`config.mk`:
```
export PLATFORM = sky130hd
export DESIGN_NAME = priority_round_robin_task_scheduler
export DESIGN_NICKNAME = d
export VERILOG_FILES = /design/src/design/prr_pkg.sv /design/src/design/prr_ram.sv /design/src/design/priority_round_robin_task_scheduler.sv
export SDC_FILE = /design/constraint.sdc
export NUM_CORES = 1
export LEC_CHECK = 0
export BUFFER_PORTS_ARGS = -buffer_cell sky130_fd_sc_hd__buf_2
export CELL_PAD_IN_SITES_DETAIL_PLACEMENT = 0
export CELL_PAD_IN_SITES_GLOBAL_PLACEMENT = 1
export CORE_ASPECT_RATIO = 1.4
export CORE_UTILIZATION = 30
export DETAILED_ROUTE_END_ITERATION = 10
export GPL_TIMING_DRIVEN = 1
export PLACE_DENSITY_LB_ADDON = 0.1
export SLEW_MARGIN = 20
export SYNTH_ARGS = -nofsm -noshare
export SYNTH_HDL_FRONTEND = slang
export SYNTH_SLANG_ARGS = --single-unit
```
`constraint.sdc`:
```
create_clock -name clock -period 7.7 [get_ports clock]
set_clock_uncertainty 0.1 [all_clocks]
set_input_delay 0.77 -clock clock [delete_from_list [all_inputs] [get_ports clock]]
set_output_delay 0.77 -clock clock [all_outputs]
set_load 0.05 [all_outputs]
```
`src/design/prr_pkg.sv`:
```
package prr_pkg;

   localparam int TASK_COUNT_DEF = 8;
   localparam int PRIO_W         = 8;
   localparam int DELAY_W        = 32;

   localparam logic [1:0] ST_READY   = 2'd0;
   localparam logic [1:0] ST_RUNNING = 2'd1;
   localparam logic [1:0] ST_BLOCKED = 2'd2;

   localparam logic [2:0] FN_TICK     = 3'd0;
   localparam logic [2:0] FN_SCHEDULE = 3'd1;
   localparam logic [2:0] FN_BLOCK    = 3'd2;
   localparam logic [2:0] FN_UNBLOCK  = 3'd3;
   localparam logic [2:0] FN_READ     = 3'd4;

   typedef struct packed {
      logic [1:0]         status;
      logic [DELAY_W-1:0] count;
   } entry_type;

endpackage

```
`src/design/prr_ram.sv`:
```
module prr_ram #(
   parameter int WIDTH = 8,
   parameter int DEPTH = 8
) (
   input  logic                     clock,
   input  logic                     we,
   input  logic [$clog2(DEPTH)-1:0] waddr,
   input  logic [WIDTH-1:0]         wdata,
   input  logic [$clog2(DEPTH)-1:0] raddr,
   output logic [WIDTH-1:0]         rdata
);

   logic [WIDTH-1:0] mem_ff [DEPTH];
   logic [WIDTH-1:0] rdata_ff;

   always_ff @(posedge clock) begin
      if (we) begin
         mem_ff[waddr] <= wdata;
      end
      rdata_ff <= mem_ff[raddr];
   end

   assign rdata = rdata_ff;

endmodule

```
`src/design/priority_round_robin_task_scheduler.sv`:
```
// Task scheduler over TASK_COUNT slots kept in one table RAM (status and
// countdown per slot, one read and one write port, registered read).
//
// Channels: req_* carries one operation (tick, schedule, block current,
// unblock, read delay); rsp_* returns one result per request: the current
// slot, a switch flag and the read delay. csr_* writes the packed priority
// register; it is always ready and must only be written while idle.
//
// Block and unknown codes go from accept straight to the result stage, unblock
// and read delay first read the slot from the table (an index out of range
// skips the read), a tick is one sweep over the slots and a schedule two
// sweeps (highest priority, then round-robin) plus two writes, all through
// the one table port. One request is worked on at a time; a new one is taken
// while a finished result still waits in the output register.
//
// Reset clears the priorities, makes the last (idle) slot current and runs a
// clearing pass over every slot of the table during which req_ready stays
// low. A stalled receiver holds the result; the next request finishes its
// work and then waits until the output register frees.
module priority_round_robin_task_scheduler
   import prr_pkg::*;
#(
   parameter int TASK_COUNT = TASK_COUNT_DEF
) (
   input  logic         clock,
   input  logic         reset,
   input  logic         req_valid,
   output logic         req_ready,
   input  logic [2:0]   req_func,
   input  logic [7:0]   req_task_index,
   input  logic [31:0]  req_timeout_ticks,
   input  logic         req_wait_forever,
   output logic         rsp_valid,
   input  logic         rsp_ready,
   output logic [2:0]   rsp_next_task,
   output logic         rsp_task_switched,
   output logic [31:0]  rsp_remaining_delay,
   input  logic         csr_valid,
   output logic         csr_ready,
   input  logic [63:0]  csr_task_priorities
);

   localparam int AW = $clog2(TASK_COUNT);
   localparam int CW = $clog2(TASK_COUNT + 1);
   localparam logic [CW-1:0] LAST_STEP = CW'(TASK_COUNT);
   localparam logic [CW-1:0] LAST_SLOT_CNT = CW'(TASK_COUNT - 1);
   localparam logic [AW-1:0] IDLE_SLOT = AW'(TASK_COUNT - 1);
   localparam logic [7:0] IDX_LIMIT = 8'(TASK_COUNT);

   localparam logic [3:0] S_CLEAR = 4'd0;
   localparam logic [3:0] S_IDLE  = 4'd1;
   localparam logic [3:0] S_TICK  = 4'd2;
   localparam logic [3:0] S_MAX   = 4'd3;
   localparam logic [3:0] S_RR    = 4'd4;
   localparam logic [3:0] S_W1    = 4'd5;
   localparam logic [3:0] S_W2    = 4'd6;
   localparam logic [3:0] S_RD1   = 4'd7;
   localparam logic [3:0] S_RD2   = 4'd8;
   localparam logic [3:0] S_FIN   = 4'd9;

   logic [3:0]         state_ff, state_in;
   logic [CW-1:0]      cnt_ff, cnt_in;
   logic [AW-1:0]      cur_ff, cur_in;
   logic [AW-1:0]      prev_cur_ff, prev_cur_in;
   logic [2:0]         func_ff, func_in;
   logic [AW-1:0]      idx_ff, idx_in;
   logic [PRIO_W-1:0]  best_ff, best_in;
   logic               found_ff, found_in;
   logic [AW-1:0]      tgt_ff, tgt_in;
   logic [DELAY_W-1:0] tgt_cnt_ff, tgt_cnt_in;
   entry_type          cur_ent_ff, cur_ent_in;
   logic [DELAY_W-1:0] idle_cnt_ff, idle_cnt_in;
   logic [AW-1:0]      rr_prev_ff, rr_prev_in;
   logic [DELAY_W-1:0] delay_ff, delay_in;
   logic               sw_ff, sw_in;
   logic [63:0]        prio_ff, prio_in;
   logic               rsp_valid_ff, rsp_valid_in;
   logic [2:0]         rsp_task_ff, rsp_task_in;
   logic               rsp_sw_ff, rsp_sw_in;
   logic [DELAY_W-1:0] rsp_delay_ff, rsp_delay_in;

   logic               ram_we;
   logic [AW-1:0]      ram_waddr;
   entry_type          ram_wdata;
   logic [AW-1:0]      ram_raddr;
   entry_type          ram_rdata;

   logic [AW-1:0]      sweep_addr;
   logic [CW:0]        rr_sum;
   logic [AW-1:0]      rr_addr;
   logic [AW-1:0]      proc_addr;
   logic [1:0]         eff_status;
   logic [PRIO_W-1:0]  proc_prio;
   logic [1:0]         cur_eff_status;
   logic               req_fire;

   prr_ram #(
      .WIDTH ($bits(entry_type)),
      .DEPTH (TASK_COUNT)
   ) u_table (
      .clock (clock),
      .we    (ram_we),
      .waddr (ram_waddr),
      .wdata (ram_wdata),
      .raddr (ram_raddr),
      .rdata (ram_rdata)
   );

   assign req_ready = (state_ff == S_IDLE);
   assign req_fire  = req_valid && req_ready;
   assign csr_ready = 1'b1;

   assign sweep_addr = cnt_ff[AW-1:0];
   always_comb begin
      rr_sum = (CW+1)'(cur_ff) + (CW+1)'(cnt_ff) + (CW+1)'(1);
      if (rr_sum >= (CW+1)'(TASK_COUNT)) begin
         rr_sum = rr_sum - (CW+1)'(TASK_COUNT);
      end
      rr_addr = rr_sum[AW-1:0];
   end

   // slot whose entry is on the read data this cycle
   assign proc_addr = (state_ff == S_RR) ? rr_prev_ff : AW'(cnt_ff - CW'(1));
   assign proc_prio = prio_ff[8*proc_addr +: 8];
   // the running current slot counts as ready while scheduling
   assign eff_status = (proc_addr == cur_ff && ram_rdata.status == ST_RUNNING) ?
                       ST_READY : ram_rdata.status;
   assign cur_eff_status = (cur_ent_ff.status == ST_RUNNING) ? ST_READY : cur_ent_ff.status;

   always_comb begin
      state_in     = state_ff;
      cnt_in       = cnt_ff;
      cur_in       = cur_ff;
      prev_cur_in  = prev_cur_ff;
      func_in      = func_ff;
      idx_in       = idx_ff;
      best_in      = best_ff;
      found_in     = found_ff;
      tgt_in       = tgt_ff;
      tgt_cnt_in   = tgt_cnt_ff;
      cur_ent_in   = cur_ent_ff;
      idle_cnt_in  = idle_cnt_ff;
      rr_prev_in   = rr_prev_ff;
      delay_in     = delay_ff;
      sw_in        = sw_ff;
      prio_in      = (csr_valid && csr_ready) ? csr_task_priorities : prio_ff;
      rsp_valid_in = rsp_valid_ff && !rsp_ready;
      rsp_task_in  = rsp_task_ff;
      rsp_sw_in    = rsp_sw_ff;
      rsp_delay_in = rsp_delay_ff;
      ram_we       = 1'b0;
      ram_waddr    = sweep_addr;
      ram_wdata    = '{status: ST_READY, count: '0};
      ram_raddr    = sweep_addr;

      unique case (state_ff)
         S_CLEAR: begin
            ram_we = 1'b1;
            cnt_in = cnt_ff + CW'(1);
            if (cnt_ff == LAST_SLOT_CNT) begin
               state_in = S_IDLE;
            end
         end
         S_IDLE: begin
            if (req_fire) begin
               func_in     = req_func;
               idx_in      = req_task_index[AW-1:0];
               cnt_in      = '0;
               best_in     = '0;
               found_in    = 1'b0;
               sw_in       = 1'b0;
               delay_in    = '0;
               prev_cur_in = cur_ff;
               unique case (req_func)
                  FN_TICK:     state_in = S_TICK;
                  FN_SCHEDULE: state_in = S_MAX;
                  FN_BLOCK: begin
                     ram_we    = 1'b1;
                     ram_waddr = cur_ff;
                     ram_wdata = '{status: ST_BLOCKED,
                                   count: req_wait_forever ? '0 : req_timeout_ticks};
                     state_in  = S_FIN;
                  end
                  FN_UNBLOCK, FN_READ: begin
                     state_in = (req_task_index < IDX_LIMIT) ? S_RD1 : S_FIN;
                  end
                  default: state_in = S_FIN;
               endcase
            end
         end
         S_TICK: begin
            cnt_in = cnt_ff + CW'(1);
            if (cnt_ff != '0 && ram_rdata.status == ST_BLOCKED && ram_rdata.count != '0) begin
               ram_we    = 1'b1;
               ram_waddr = proc_addr;
               ram_wdata.count  = ram_rdata.count - DELAY_W'(1);
               ram_wdata.status = (ram_rdata.count == DELAY_W'(1)) ? ST_READY : ST_BLOCKED;
            end
            if (cnt_ff == LAST_STEP) begin
               state_in = S_FIN;
            end
         end
         S_MAX: begin
            cnt_in = cnt_ff + CW'(1);
            if (cnt_ff != '0) begin
               if (eff_status == ST_READY && proc_prio > best_ff) begin
                  best_in = proc_prio;
               end
               if (proc_addr == cur_ff) begin
                  cur_ent_in = ram_rdata;
               end
               if (proc_addr == IDLE_SLOT) begin
                  idle_cnt_in = ram_rdata.count;
               end
            end
            if (cnt_ff == LAST_STEP) begin
               state_in = S_RR;
               cnt_in   = '0;
            end
         end
         S_RR: begin
            ram_raddr  = rr_addr;
            rr_prev_in = rr_addr;
            cnt_in     = cnt_ff + CW'(1);
            if (cnt_ff != '0 && !found_ff && eff_status == ST_READY && proc_prio == best_ff) begin
               found_in   = 1'b1;
               tgt_in     = proc_addr;
               tgt_cnt_in = ram_rdata.count;
            end
            if (cnt_ff == LAST_STEP) begin
               state_in = S_W1;
            end
         end
         S_W1: begin
            // demote the running current slot
            if (cur_ent_ff.status == ST_RUNNING) begin
               ram_we    = 1'b1;
               ram_waddr = cur_ff;
               ram_wdata = '{status: ST_READY, count: cur_ent_ff.count};
            end
            state_in = S_W2;
         end
         S_W2: begin
            ram_we = 1'b1;
            priority if (found_ff) begin
               ram_waddr = tgt_ff;
               ram_wdata = '{status: ST_RUNNING, count: tgt_cnt_ff};
            end else if (cur_eff_status != ST_BLOCKED) begin
               ram_waddr = cur_ff;
               ram_wdata = '{status: ST_RUNNING, count: cur_ent_ff.count};
            end else begin
               ram_waddr = IDLE_SLOT;
               ram_wdata = '{status: ST_RUNNING, count: idle_cnt_ff};
            end
            cur_in   = ram_waddr;
            sw_in    = (ram_waddr != prev_cur_ff);
            state_in = S_FIN;
         end
         S_RD1: begin
            ram_raddr = idx_ff;
            state_in  = S_RD2;
         end
         S_RD2: begin
            if (func_ff == FN_READ) begin
               delay_in = ram_rdata.count;
            end else if (ram_rdata.status == ST_BLOCKED) begin
               ram_we    = 1'b1;
               ram_waddr = idx_ff;
               ram_wdata = '{status: ST_READY, count: ram_rdata.count};
            end
            state_in = S_FIN;
         end
         S_FIN: begin
            // hold until the output register frees
            if (!rsp_valid_ff || rsp_ready) begin
               rsp_valid_in = 1'b1;
               rsp_task_in  = 3'(cur_ff);
               rsp_sw_in    = sw_ff;
               rsp_delay_in = delay_ff;
               state_in     = S_IDLE;
            end
         end
         default: state_in = S_IDLE;
      endcase
   end

   always_ff @(posedge clock) begin
      if (reset) begin
         state_ff     <= S_CLEAR;
         cnt_ff       <= '0;
         cur_ff       <= IDLE_SLOT;
         prio_ff      <= '0;
         rsp_valid_ff <= 1'b0;
      end else begin
         state_ff     <= state_in;
         cnt_ff       <= cnt_in;
         cur_ff       <= cur_in;
         prio_ff      <= prio_in;
         rsp_valid_ff <= rsp_valid_in;
      end
      prev_cur_ff  <= prev_cur_in;
      func_ff      <= func_in;
      idx_ff       <= idx_in;
      best_ff      <= best_in;
      found_ff     <= found_in;
      tgt_ff       <= tgt_in;
      tgt_cnt_ff   <= tgt_cnt_in;
      cur_ent_ff   <= cur_ent_in;
      idle_cnt_ff  <= idle_cnt_in;
      rr_prev_ff   <= rr_prev_in;
      delay_ff     <= delay_in;
      sw_ff        <= sw_in;
      rsp_task_ff  <= rsp_task_in;
      rsp_sw_ff    <= rsp_sw_in;
      rsp_delay_ff <= rsp_delay_in;
   end

   assign rsp_valid           = rsp_valid_ff;
   assign rsp_next_task       = rsp_task_ff;
   assign rsp_task_switched   = rsp_sw_ff;
   assign rsp_remaining_delay = rsp_delay_ff;

endmodule

```
==> qor.txt <==
Worst-Skew Late Latency -> 640 ps
Commonest non-fill, non-tap cell in the layout -> edfxtp_1
Root Buffer -> clkbuf_16
Share of cells above drive strength 1 -> 17.2%
Gpl congestion -> 0.781
Placed insts -> 2931
Hold path startpoint -> req_task_index[2]
Die Area -> 80600 sq um
Critical path type -> register to register
Slew HR -> 31.5%
Critical path peak fanout -> 34
CTS tree -> yes
DR iter-0 viols -> 1010
Commonest cells after routing, fill and taps aside -> edfxtp_1 (463), nand2_1 (312), buf_2 (149)
Post-synth top area cell -> edfxtp_1
Clock power frac -> 42.8%
Clock sinks -> 573
FF-to-FF Start -> state_ff[0]$_SDFFE_PP0P_
Filler cell count -> 7723
Mapped Area -> 23800 sq um
Nets -> 2078
Post-route setup TNS -> 0 ps
Max-Cap Viols -> 0
Reg2reg end -> u_table.mem_ff[6][28]$_DFFE_PP_
Nature of the critical path endpoint -> register
Top_reg_cell synth -> edfxtp_1
Top cell type's share of synthesized area -> 58.3%
FF-to-FF setup slack -> 2840 ps
Final setup violating endpoints -> 0
Pwr Density -> 264 nW/um^2
Post-route ant nets -> 0
Hold path depth -> 1
Leakage -> 0.0100 uW
Max IR drop VDD -> 0.191 mV
Fin cells -> 3048
Mean Syn Cell Area -> 13.0 sq um
YS warnings -> 0
Slew Viols, Final -> 0
Total Routed Length -> 71500 um
Sequential-to-total area share from yosys stat -> 67.6%
Port Buffers -> 150
Post-DP Area -> 25700 sq um
Worst-margin pin slew -> 1020 ps
Post-synth EDFFs -> 463
Vias -> 15233
Wirelength per Cell -> 23.5 um
Antenna fix cells -> 0
Largest net degree at the start of global routing -> 79
RSZ-0062 raised after global routing -> false
Core area -> 78300 sq um
Area delta synth->final -> 17.0%
Tcrit/Tclk final -> 63.1%
Vias/cell -> 5.00
Post-layout min period -> 4860 ps
Hold WC Path Type -> input pin to register
GRT Overall Usage -> 17.7%
Final Hold Fails -> 0
Area taken by multi-input logic gates -> 7210 sq um
Number of global-route vias before repair -> 15335
Largest cells by area after synthesis -> edfxtp_1 (58%), dfxtp_1 (9.2%), nand2_1 (4.9%)
WP data required -> 7850 ps
CP startpoint kind -> register
Comb pwr share -> 7.7%
Unique masters post-synth -> 78
Site row count -> 121
R2R cell count -> 7
Pre-CTS setup slack -> 2500 ps
Initial Util -> 30.5%
Die width -> 240 um
Initial antenna violation count -> 1
Achievable frequency -> 206 MHz
Die Span Y -> 336 um
Pre-antenna DRT Iters -> 7
H-tree Lvls -> 2
Drt drc -> 0
Switching Share -> 23.8%
P_int -> 5610 uW
Max clock buf depth -> 3
Hold buffers post-CTS -> 0
DP HPWL -> 44600 um
Net Count, Synth -> 1956
Post-CTS Setup Repair Bufs -> 0
Hold endpoint -> idx_ff[2]$_DFFE_PP_
Reg area -> 16100 sq um
Outcome -> completed
Final global-route overflow total -> 0
P_sw -> 1760 uW
Ys async rst share -> 0%
Worst-path clk slew -> 60 ps
TritonCTS buffer count -> 61
First-pass GRT wire length -> 104000 um
Yosys reg bits -> 573
Final instance area -> 27900 sq um
PnR worst setup slack -> 2840 ps
Sequential Power Share -> 49.5%
Core Util, Final -> 35.6%
Io pins -> 152
Critical path arrival -> 5010 ps
Mapped Cells -> 1828
CTS resizes -> 0
how the worst max path moves through the flow:
stage | startpoint | cells after the start | end | slack, ps
after CTS | state_ff[2]$_SDFFE_PP0P_ | 13 | best_ff[5]$_SDFFCE_PN0P_ | 2470
after global placement | state_ff[2]$_SDFFE_PP0P_ | 13 | best_ff[0]$_SDFFCE_PN0P_ | 2660
after floorplan | state_ff[3]$_SDFFE_PP0P_ | 14 | tgt_cnt_ff[0]$_DFFE_PP_ | 1840
after detailed placement | state_ff[2]$_SDFFE_PP0P_ | 13 | best_ff[1]$_SDFFCE_PN0P_ | 2500
after global routing | state_ff[2]$_SDFFE_PP0P_ | 12 | tgt_cnt_ff[1]$_DFFE_PP_ | 2490
final | state_ff[0]$_SDFFE_PP0P_ | 7 | u_table.mem_ff[6][28]$_DFFE_PP_ | 2840
cells by family (layout without fill, tap and decap cells):
group / count (synthesis) / after routing / share of synthesized area (%)
buffers and inverters: 152 / 327 / 2.81
flip-flops: 573 / 573 / 67.6
AO/OA/AOI/OAI: 278 / 278 / 9.05
AND/OR/NAND/NOR: 659 / 659 / 12.8
adder cells (fa/ha/maj): 15 / 15 / 0.819
multiplexers: 111 / 111 / 5.51
other: 1 / 1 / 0.0157
XOR/XNOR: 39 / 39 / 1.43
per-stage QoR:
stage / total power, uW / hold WS [ps]
2_1_floorplan: 4010 / 300
3_3_place_gp: 4290 / 305
3_5_place_dp: 4300 / 305
4_1_cts: 7490 / 163
5_1_grt: 7630 / 193
6_report: 7360 / 212
critical path, cell delays in order, from the launching register on:
cell and delay [ps]:
dfxtp_1 740, nand4bb_1 650, clkinv_1 860, a22o_1 460, a211o_1 320, or4b_4 600, nor3_2 130, buf_4 570
registers in the layout (all words and copies together), names as in the netlist:
signal / cells
u_table.mem_ff: 272
prio_ff: 64
cur_ent_ff: 34
u_table.rdata: 34
delay_ff: 32
idle_cnt_ff: 32
rsp_remaining_delay: 32
tgt_cnt_ff: 32
best_ff: 8
cnt_ff: 4
state_ff: 4
cur_ff: 3
func_ff: 3
idx_ff: 3
prev_cur_ff: 3
rr_prev_ff: 3
rsp_next_task: 3
tgt_ff: 3
found_ff: 1
rsp_task_switched: 1
rsp_valid: 1
sw_ff: 1
cell usage after synthesis (all sizes together), types with 4 or more instances:
cell and instances:
a31o 35, nand3 82, a222oi 32, clkbuf 78
edfxtp 463, nor4 13, inv 26, mux2i 94
o31ai 6, nand2b 6, o21ai 38, a221o 6
dfxtp 110, nor2 107, and2 33, a211oi 35
nand2 313, buf 46, a221oi 5, and3 36
nor3b 4, nor2b 7, a21oi 25, o211ai 25
o221ai 6, ha 14, mux4 16, or3 8
a21o 6, nor3 20, xnor2 26, xor2 13
a311oi 37, or2 4, nand4 5
routing by layer:
metal | share of wire [%] | routed length [um] | track usage (%) | up-vias
met3 | 3.6 | 2600 | 2.33 | 101
met1 | 40 | 28400 | 20.6 | 7652
met5 | 0.018 | 13 | 0 | -
met4 | 2.8 | 2020 | 5.68 | 2
met2 | 54 | 38500 | 33.0 | 354
li1 | - | - | - | 7124
power groups by stage:
stage	Combinational, uW	Clock (uW)	Sequential, uW
global placement	574	0	3720
detailed placement	579	0	3720
floorplan	392	0	3620
global route	625	3350	3660
finish	567	3150	3640
CTS	581	3260	3650
area by class of cell:
| type | instances | area share [%] |
|---|---|---|
| Clock buffer | 89 | 6.22 |
| Clock inverter | 27 | 1.47 |
| Inverter | 28 | 0.381 |
| Multi-Input combinational cell | 1103 | 25.9 |
| Sequential cell | 573 | 57.7 |
| Tap cell | 1045 | 4.69 |
| Timing Repair Buffer | 183 | 3.63 |
Note: power is estimated with default switching activity, not from simulation.
